--- src/rtl/core/mrsp_pkg.sv ---
// Shared types, byte codes and the message length table for the MIDI parser.
// Used by mrsp_parse, mrsp_out and midi_running_status_parser_core.
`default_nettype none

package mrsp_pkg;

  // Byte codes with a fixed meaning on the MIDI wire.
  localparam logic [7:0] BYTE_SYS_FIRST   = 8'hF0;  // first system status, also SysEx start
  localparam logic [7:0] BYTE_SYSEX_START = 8'hF0;
  localparam logic [7:0] BYTE_SYSEX_END   = 8'hF7;
  localparam logic [7:0] BYTE_RT_FIRST    = 8'hF8;  // real-time range starts here
  localparam logic [7:0] BYTE_MTC_QFRAME  = 8'hF1;
  localparam logic [7:0] BYTE_SONG_POS    = 8'hF2;
  localparam logic [7:0] BYTE_SONG_SEL    = 8'hF3;
  localparam logic [3:0] NIB_PROG_CHANGE  = 4'hC;
  localparam logic [3:0] NIB_CHAN_PRESS   = 4'hD;

  // Message lengths, status byte included.
  localparam logic [1:0] LEN_NONE  = 2'd0;
  localparam logic [1:0] LEN_ONE   = 2'd1;
  localparam logic [1:0] LEN_TWO   = 2'd2;
  localparam logic [1:0] LEN_THREE = 2'd3;

  // Widths of the stream words.
  localparam int unsigned IN_TDATA_W  = 8;
  localparam int unsigned OUT_TDATA_W = 24;

  // One completed message.
  typedef struct packed {
    logic [1:0] length;
    logic [6:0] data2;
    logic [6:0] data1;
    logic [7:0] status;
  } msg_t;

  // Full message length for a status byte.
  function automatic logic [1:0] msg_len(input logic [7:0] st);
    logic [1:0] len;
    len = LEN_THREE;
    if (st >= BYTE_SYS_FIRST) begin
      if (st == BYTE_MTC_QFRAME || st == BYTE_SONG_SEL) begin
        len = LEN_TWO;
      end else if (st == BYTE_SONG_POS) begin
        len = LEN_THREE;
      end else begin
        len = LEN_ONE;
      end
    end else if (st[7:4] == NIB_PROG_CHANGE || st[7:4] == NIB_CHAN_PRESS) begin
      len = LEN_TWO;
    end
    return len;
  endfunction

endpackage

`default_nettype wire

--- src/rtl/core/mrsp_parse.sv ---
// Parser state and next-state logic: takes one byte per step and flags a
// completed message. Depends on mrsp_pkg.
`default_nettype none

module mrsp_parse (
  input  wire logic          clk_i,
  input  wire logic          rst_ni,
  input  wire logic          byte_valid_i,  // a byte waits in the input register
  input  wire logic [7:0]    byte_i,
  input  wire logic          step_i,        // commit this byte to the state
  output logic               res_valid_o,   // this byte completes a message
  output mrsp_pkg::msg_t     res_o
);

  logic [7:0] running_status_q, running_status_d;
  logic       in_sysex_q, in_sysex_d;
  logic [1:0] byte_count_q, byte_count_d;
  logic [1:0] expected_len_q, expected_len_d;
  logic [7:0] held_status_q, held_status_d;
  logic [6:0] held_data_q, held_data_d;
  logic [1:0] rs_len;
  logic [1:0] st_len;
  logic       emit;

  assign rs_len = mrsp_pkg::msg_len(running_status_q);
  assign st_len = mrsp_pkg::msg_len(byte_i);

  // Next state and result for the byte in the input register.
  always_comb begin
    running_status_d = running_status_q;
    in_sysex_d       = in_sysex_q;
    byte_count_d     = byte_count_q;
    expected_len_d   = expected_len_q;
    held_status_d    = held_status_q;
    held_data_d      = held_data_q;
    emit             = 1'b0;
    res_o            = '0;

    if (byte_i[7]) begin
      if (byte_i >= mrsp_pkg::BYTE_RT_FIRST) begin
        // Real-time: out at once, state untouched.
        emit         = 1'b1;
        res_o.status = byte_i;
        res_o.length = mrsp_pkg::LEN_ONE;
      end else if (byte_i == mrsp_pkg::BYTE_SYSEX_START ||
                   byte_i == mrsp_pkg::BYTE_SYSEX_END) begin
        in_sysex_d       = (byte_i == mrsp_pkg::BYTE_SYSEX_START);
        byte_count_d     = 2'd0;
        expected_len_d   = mrsp_pkg::LEN_NONE;
        running_status_d = 8'h00;
      end else begin
        // Any other status opens a new message.
        in_sysex_d       = 1'b0;
        held_status_d    = byte_i;
        byte_count_d     = 2'd1;
        expected_len_d   = st_len;
        running_status_d = (byte_i < mrsp_pkg::BYTE_SYS_FIRST) ? byte_i : 8'h00;
        if (st_len == mrsp_pkg::LEN_ONE) begin
          byte_count_d = 2'd0;
          emit         = 1'b1;
          res_o.status = byte_i;
          res_o.length = mrsp_pkg::LEN_ONE;
        end
      end
    end else if (!in_sysex_q) begin
      unique case (byte_count_q)
        2'd0: begin
          // No open message: fall back on running status if there is one.
          if (running_status_q != 8'h00) begin
            held_status_d  = running_status_q;
            held_data_d    = byte_i[6:0];
            byte_count_d   = 2'd2;
            expected_len_d = rs_len;
            if (rs_len != mrsp_pkg::LEN_THREE) begin
              byte_count_d = 2'd0;
              emit         = 1'b1;
              res_o.status = running_status_q;
              res_o.data1  = byte_i[6:0];
              res_o.length = mrsp_pkg::LEN_TWO;
            end
          end
        end
        2'd1: begin
          held_data_d  = byte_i[6:0];
          byte_count_d = 2'd2;
          if (expected_len_q != mrsp_pkg::LEN_THREE) begin
            byte_count_d = 2'd0;
            emit         = 1'b1;
            res_o.status = held_status_q;
            res_o.data1  = byte_i[6:0];
            res_o.length = mrsp_pkg::LEN_TWO;
          end
        end
        default: begin
          // Third byte completes the message.
          byte_count_d = 2'd0;
          emit         = 1'b1;
          res_o.status = held_status_q;
          res_o.data1  = held_data_q;
          res_o.data2  = byte_i[6:0];
          res_o.length = mrsp_pkg::LEN_THREE;
        end
      endcase
    end
  end

  assign res_valid_o = byte_valid_i & emit;

  // State registers, updated once per consumed byte.
  always_ff @(posedge clk_i or negedge rst_ni) begin
    if (!rst_ni) begin
      running_status_q <= 8'h00;
      in_sysex_q       <= 1'b0;
      byte_count_q     <= 2'd0;
      expected_len_q   <= mrsp_pkg::LEN_NONE;
      held_status_q    <= 8'h00;
      held_data_q      <= 7'h00;
    end else if (step_i) begin
      running_status_q <= running_status_d;
      in_sysex_q       <= in_sysex_d;
      byte_count_q     <= byte_count_d;
      expected_len_q   <= expected_len_d;
      held_status_q    <= held_status_d;
      held_data_q      <= held_data_d;
    end
  end

  // Inside SysEx no message can be open.
  a_sysex_no_msg: assert property (@(posedge clk_i) disable iff (!rst_ni)
    in_sysex_q |-> byte_count_q == 2'd0)
    else $error("message open inside SysEx");

  // Running status is either empty or a channel status byte.
  a_rs_channel: assert property (@(posedge clk_i) disable iff (!rst_ni)
    running_status_q == 8'h00 ||
    (running_status_q[7] && running_status_q < mrsp_pkg::BYTE_SYS_FIRST))
    else $error("running status holds a non-channel byte");

  // A one-byte result carries zero data fields.
  a_len1_zero: assert property (@(posedge clk_i) disable iff (!rst_ni)
    (res_valid_o && res_o.length == mrsp_pkg::LEN_ONE) |->
    (res_o.data1 == 7'h00 && res_o.data2 == 7'h00))
    else $error("one-byte message with data");

  // A result always has a length and a status byte.
  a_res_len: assert property (@(posedge clk_i) disable iff (!rst_ni)
    res_valid_o |-> (res_o.length != mrsp_pkg::LEN_NONE && res_o.status[7]))
    else $error("result without length or status");

endmodule

`default_nettype wire

--- src/rtl/core/mrsp_out.sv ---
// Result register of the parser: holds one message word until the receiver
// takes it. Depends on mrsp_pkg.
`default_nettype none

module mrsp_out (
  input  wire logic                 clk_i,
  input  wire logic                 rst_ni,
  input  wire logic                 load_i,   // a new message is written
  input  mrsp_pkg::msg_t            msg_i,
  output logic                      free_o,   // room for a message this cycle
  output logic                      m_axis_tvalid_o,
  input  wire logic                 m_axis_tready_i,
  output logic [mrsp_pkg::OUT_TDATA_W-1:0] m_axis_tdata_o
);

  logic           valid_q, valid_d;
  mrsp_pkg::msg_t msg_q;

  assign free_o = !valid_q || m_axis_tready_i;

  always_comb begin
    valid_d = valid_q;
    if (load_i) begin
      valid_d = 1'b1;
    end else if (m_axis_tready_i) begin
      valid_d = 1'b0;
    end
  end

  // Valid flag.
  always_ff @(posedge clk_i or negedge rst_ni) begin
    if (!rst_ni) begin
      valid_q <= 1'b0;
    end else begin
      valid_q <= valid_d;
    end
  end

  // Payload word, no reset needed.
  always_ff @(posedge clk_i) begin
    if (load_i) begin
      msg_q <= msg_i;
    end
  end

  assign m_axis_tvalid_o = valid_q;
  assign m_axis_tdata_o  = msg_q;

  // A load only happens when the register has room.
  a_load_free: assert property (@(posedge clk_i) disable iff (!rst_ni)
    load_i |-> free_o)
    else $error("result register overwritten");

  // A word that is loaded is shown in the next cycle.
  a_load_shows: assert property (@(posedge clk_i) disable iff (!rst_ni)
    load_i |=> valid_q)
    else $error("loaded word not shown");

  // Without a load the flag only drops on a taken word.
  a_drop_taken: assert property (@(posedge clk_i) disable iff (!rst_ni)
    (valid_q && !load_i && !m_axis_tready_i) |=> valid_q)
    else $error("result dropped while stalled");

endmodule

`default_nettype wire

--- src/rtl/core/midi_running_status_parser_core.sv ---
// MIDI receive parser with running status: top level.
// Instantiates mrsp_parse and mrsp_out; depends on mrsp_pkg.
//
// Use: received MIDI bytes enter on the slave stream, one byte per word.
// Completed messages of one to three bytes leave on the master stream, one
// message per word: status, first data, second data and length. Data fields
// beyond the message length are zero. Real-time bytes come out at once as
// one-byte messages; SysEx bodies and data bytes without an open message
// and without running status produce no word.
// Path: a byte accepted from the slave stream lands in the input register, is
// parsed from there and its message is written to the result register,
// which offers it on the master stream. Throughput is one byte per cycle
// while no message waits on a full result register; the parser state is a
// few small registers updated together once per byte.
// Stall: while the receiver holds tready low the result register keeps its
// word; bytes that produce no message still pass, and the input side stops
// once a byte that completes a message must wait for the result register.
// Reset clears the parser state (no running status, no open message, not in
// SysEx) and empties both registers.
`default_nettype none

module midi_running_status_parser_core (
  input  wire logic        clk_i,
  input  wire logic        rst_ni,
  input  wire logic        s_axis_tvalid_i,
  output logic             s_axis_tready_o,
  input  wire logic [mrsp_pkg::IN_TDATA_W-1:0] s_axis_tdata_i,  // [7:0] midi_byte
  output logic             m_axis_tvalid_o,
  input  wire logic        m_axis_tready_i,
  // [7:0] msg_status, [14:8] msg_data1, [21:15] msg_data2, [23:22] msg_length
  output logic [mrsp_pkg::OUT_TDATA_W-1:0] m_axis_tdata_o
);

  logic           in_valid_q, in_valid_d;
  logic [7:0]     in_byte_q;
  logic           res_valid;
  mrsp_pkg::msg_t res;
  logic           out_free;
  logic           advance;

  // The byte moves on unless its message finds the result register full.
  assign advance         = in_valid_q && (!res_valid || out_free);
  assign s_axis_tready_o = !in_valid_q || advance;

  always_comb begin
    in_valid_d = in_valid_q;
    if (s_axis_tvalid_i && s_axis_tready_o) begin
      in_valid_d = 1'b1;
    end else if (advance) begin
      in_valid_d = 1'b0;
    end
  end

  // Input register valid flag.
  always_ff @(posedge clk_i or negedge rst_ni) begin
    if (!rst_ni) begin
      in_valid_q <= 1'b0;
    end else begin
      in_valid_q <= in_valid_d;
    end
  end

  // Input register word.
  always_ff @(posedge clk_i) begin
    if (s_axis_tvalid_i && s_axis_tready_o) begin
      in_byte_q <= s_axis_tdata_i;
    end
  end

  mrsp_parse u_parse (
    .clk_i        (clk_i),
    .rst_ni       (rst_ni),
    .byte_valid_i (in_valid_q),
    .byte_i       (in_byte_q),
    .step_i       (advance),
    .res_valid_o  (res_valid),
    .res_o        (res)
  );

  mrsp_out u_out (
    .clk_i           (clk_i),
    .rst_ni          (rst_ni),
    .load_i          (advance && res_valid),
    .msg_i           (res),
    .free_o          (out_free),
    .m_axis_tvalid_o (m_axis_tvalid_o),
    .m_axis_tready_i (m_axis_tready_i),
    .m_axis_tdata_o  (m_axis_tdata_o)
  );

  // A byte that yields no message never waits.
  a_nomsg_moves: assert property (@(posedge clk_i) disable iff (!rst_ni)
    (in_valid_q && !res_valid) |-> advance)
    else $error("byte without message stalled");

  // A stalled byte stays in the input register.
  a_in_holds: assert property (@(posedge clk_i) disable iff (!rst_ni)
    (in_valid_q && !advance) |=> (in_valid_q && $stable(in_byte_q)))
    else $error("stalled input byte lost");

  // The input side only blocks when a message waits on a full result register.
  a_block_cause: assert property (@(posedge clk_i) disable iff (!rst_ni)
    !s_axis_tready_o |-> (in_valid_q && res_valid && !out_free))
    else $error("input blocked without cause");

endmodule

`default_nettype wire

--- config.mk ---
export PLATFORM = sky130hd
export DESIGN_NAME = midi_running_status_parser_core
export DESIGN_NICKNAME = d
export VERILOG_FILES = /design/src/rtl/core/mrsp_pkg.sv /design/src/rtl/core/mrsp_parse.sv /design/src/rtl/core/mrsp_out.sv /design/src/rtl/core/midi_running_status_parser_core.sv
export SDC_FILE = /design/constraint.sdc
export NUM_CORES = 1
export LEC_CHECK = 0
export BUFFER_PORTS_ARGS = -buffer_cell sky130_fd_sc_hd__buf_2
export CELL_PAD_IN_SITES_DETAIL_PLACEMENT = 1
export CELL_PAD_IN_SITES_GLOBAL_PLACEMENT = 1
export CORE_ASPECT_RATIO = 0.8
export CORE_MARGIN = 2
export CORE_UTILIZATION = 39
export CTS_CLUSTER_SIZE = 12
export DETAILED_ROUTE_END_ITERATION = 8
export GPL_TIMING_DRIVEN = 0
export PLACE_DENSITY_LB_ADDON = 0.1
export SETUP_SLACK_MARGIN = 0.3
export SLEW_MARGIN = 20
export SYNTH_ARGS = -nofsm -noshare
export SYNTH_HDL_FRONTEND = slang
export SYNTH_SLANG_ARGS = --single-unit
--- constraint.sdc ---
create_clock -name clk_i -period 3.7 [get_ports clk_i]
set_clock_uncertainty 0.15 [all_clocks]
set_input_delay 0.555 -clock clk_i [delete_from_list [all_inputs] [get_ports clk_i]]
set_output_delay 0.555 -clock clk_i [all_outputs]
set_load 0.02 [all_outputs]
==> results.sh <==
export IMPL_p_switching_uw=698
export IMPL_ys_top_cells_by_area="edfxtp_1 (33%), dfrtp_1 (26%), mux2_2 (7.4%)"
export IMPL_ys_types=47
export IMPL_grt_usage=0.186
export IMPL_slowest_stage="or4b_4"
export IMPL_netlist_area_um2=2900
export IMPL_antenna_cells=0
export IMPL_yosysTopAreaCell="edfxtp_1"
export IMPL_required_ps=2990
export IMPL_post_dp_cell_area_um2=3210
export IMPL_finalSetupViolations=0
export IMPL_multiInputGateArea_um2=1110
export IMPL_numCtsBuffers=9
export IMPL_r2r_start="in_byte_q[2]"
export IMPL_drc=0
export IMPL_critPathLaunch="u_parse.running_status_q[0]"
export IMPL_p_comb_frac=0.253
export IMPL_fin_area_um2=3410
export IMPL_hold_path_class="input port to asynchronous set/reset pin"
export IMPL_endpoint="s_axis_tready_o"
export IMPL_area_growth_pct=17.6
export IMPL_fin_ws_ps=740
export IMPL_cts_hold_buffers_added=0
export IMPL_rr_worst_depth=6
export IMPL_max_clock_freq_mhz=338
export IMPL_antenna_found_initial=0
export IMPL_r2r_end="u_parse.held_status_q[0]"
export IMPL_grt_pass1_vias=1922
export IMPL_pwr_share_clk=0.279
export IMPL_cts_tree="yes"
export IMPL_ys_flop_type="edfxtp_1"
export IMPL_rsz0062_at_grt="false"
export IMPL_final_cell_mix="buf_2 (38), edfxtp_1 (32), dfrtp_1 (30)"
export IMPL_yosys_warnings=0
export IMPL_endpoint_kind="primary output"
export IMPL_reg2reg_setup_slack_ps=870
export IMPL_start_kind="register"
export IMPL_crit_chain="or4b_4 -> o221ai_4 -> a21oi_1 -> o211ai_1 -> buf_2"
export IMPL_power_density_nw_per_um2=627
export IMPL_grt_overflow_total=0
export IMPL_ys_seq_area_frac=0.591
export IMPL_viasPerCell=5.37
export IMPL_vias=2041
export IMPL_synth_nets=248
export IMPL_intPower_uw=1440
export IMPL_wirelength_mm=7.08
export IMPL_first_iter_violations=130
export IMPL_portBuffers=37
export IMPL_dieHeight_um=81.1
export IMPL_swShare=0.327
export IMPL_cts_clk_slew_worst_paths_ps=80
export IMPL_maxSlewHeadroom=0.521
export IMPL_grt_start_max_net_pins=31
export IMPL_drv_cap=0
export IMPL_fin_util=0.468
export IMPL_grt_pass1_wl_mm=11.0
export IMPL_pre_cts_slack_ps=850
export IMPL_first_pass_iters=4
export IMPL_setup_tns_ps=0
export IMPL_ios=38
export IMPL_gp_congestion=0.826
export IMPL_clock_sinks=62
export IMPL_cts_max_level=3
export IMPL_postRouteAntennaNets=0
export IMPL_path_class="register to primary output"
export IMPL_synth_top_cell_area_share=0.332
export IMPL_period_minus_slack_ps=2960
export IMPL_clock_latency_ps=340
export IMPL_irDropWorstVdd_mv=0.281
export IMPL_seqCellArea_um2=1710
export IMPL_nets=297
export IMPL_drive_gt1_frac=0.314
export IMPL_cp_max_fo=5
export IMPL_synth_edf_count=32
export IMPL_tightest_slew_ps=718
export IMPL_clock_root_buffer="clkbuf_8"
export IMPL_start_util=0.398
export IMPL_slew_violations=0
export IMPL_hpwl_mm=4.97
export IMPL_syn_instance_count=236
export IMPL_max_stage_delay_ps=570
export IMPL_post_drt_wl_per_cell_um=18.6
export IMPL_die_width_um=100
export IMPL_synthArstFlopShare=0.484
export IMPL_pwr_share_seq=0.467
export IMPL_final_common_cell="buf_2"
export IMPL_post_cts_resize_count=0
export IMPL_cts_buffer_depth=2
export IMPL_status="complete, no violations"
export IMPL_ys_ff_latch=62
export IMPL_rows=28
export IMPL_n_fill_cell=800
export IMPL_hold_slack_ps=113
export IMPL_die_area_um2=8140
export IMPL_core_um2=7290
export IMPL_crit_arrival_ps=2260
export IMPL_cts_setup_buffers=0
export IMPL_avgSynthCellArea_um2=12.3
export IMPL_min_period_over_period=0.800
export IMPL_leakage_uw=0.00136
export IMPL_finalHoldViolCount=0
state kept, by name, indices dropped and copies added, names as in the netlist:
| name | flops |
|---|---|
| u_parse.held_data_q | 7 |
| u_parse.expected_len_q | 2 |
| u_out.m_axis_tdata_o | 24 |
| u_out.m_axis_tvalid_o | 1 |
| u_parse.byte_count_q | 2 |
| u_parse.held_status_q | 8 |
| u_parse.in_sysex_q | 1 |
| in_byte_q | 8 |
| u_parse.running_status_q | 8 |
| in_valid_q | 1 |
area by class of cell:
type | instances | area share
clock buffers | 9 | 0.0364
clock inverters | 7 | 0.0217
well taps | 90 | 0.0331
multi-input cells | 155 | 0.326
flip-flops and latches | 62 | 0.502
plain buffers | 12 | 0.0147
inverters | 7 | 0.00771
repair buffers | 38 | 0.0577
metrics by stage:
| step | cells | total power [µW] |
|---|---|---|
| floorplan | 236 | 1390 |
| global placement | 363 | 1540 |
| detailed placement | 364 | 1560 |
| CTS | 380 | 2160 |
| global route | 380 | 2260 |
| finish | 380 | 2140 |
synthesized netlist by cell type, types with 2 or more instances:
cell type  instances
nor2_1            10
o21a_1             2
a22o_1             8
a21boi_0           3
nand2_1           22
and3_1             8
mux2_2            19
nor3b_1            2
inv_1              7
nor4_1             4
nand2b_1           5
o211ai_1           2
a211oi_4           2
mux2i_1            6
dfrtp_1           30
nor3_1             4
clkbuf_1          10
edfxtp_1          32
a22oi_1            6
o21ai_0           17
o21ai_1            2
a21oi_1            6
or2_2              3
and2_1             3
worst min path at each step:
stage / end / cells past startpoint / slack, ps
floorplan: in_valid_q / 0 / 110
global placement: u_parse.expected_len_q[1] / 1 / 340
detailed placement: u_parse.expected_len_q[1] / 1 / 340
CTS: u_parse.held_status_q[2] / 1 / 130
global route: u_parse.held_status_q[6] / 1 / 160
finish: u_parse.held_status_q[2] / 1 / 110
worst max-delay path, delay by kind of cell, from the launching register on:
| family | cells | cell delay [ps] |
|---|---|---|
| buffers and inverters | 1 | 230 |
| DFF | 1 | 440 |
| AOI/OAI and AO/OA | 3 | 670 |
| and+or+nand+nor | 1 | 570 |
kinds of logic (layout without fill, tap and decap cells):
family | count (synthesis) | in the layout | synth area share
AOI/OAI and AO/OA | 59 | 59 | 0.157
and+or+nand+nor | 71 | 71 | 0.132
buffers and inverters | 19 | 73 | 0.0263
muxes | 25 | 25 | 0.0946
DFF | 62 | 62 | 0.591
power by group through the flow:
stage	sequential (µW)	combinational, µW	clock [µW]
detailed placement	1010	547	0
global route	1010	602	645
finish	999	542	597
CTS	998	548	611
global placement	1010	531	0
floorplan	1030	352	0
layer usage:
| layer | global-route usage | vias up | share of wire |
|---|---|---|---|
| li1 | - | 974 | - |
| met5 | 0 | - | 0 |
| met4 | 0.0534 | 0 | 0.0044 |
| met3 | 0.0516 | 3 | 0.047 |
| met2 | 0.272 | 46 | 0.44 |
| met1 | 0.270 | 1018 | 0.51 |
(Power assumes the default switching activity.)
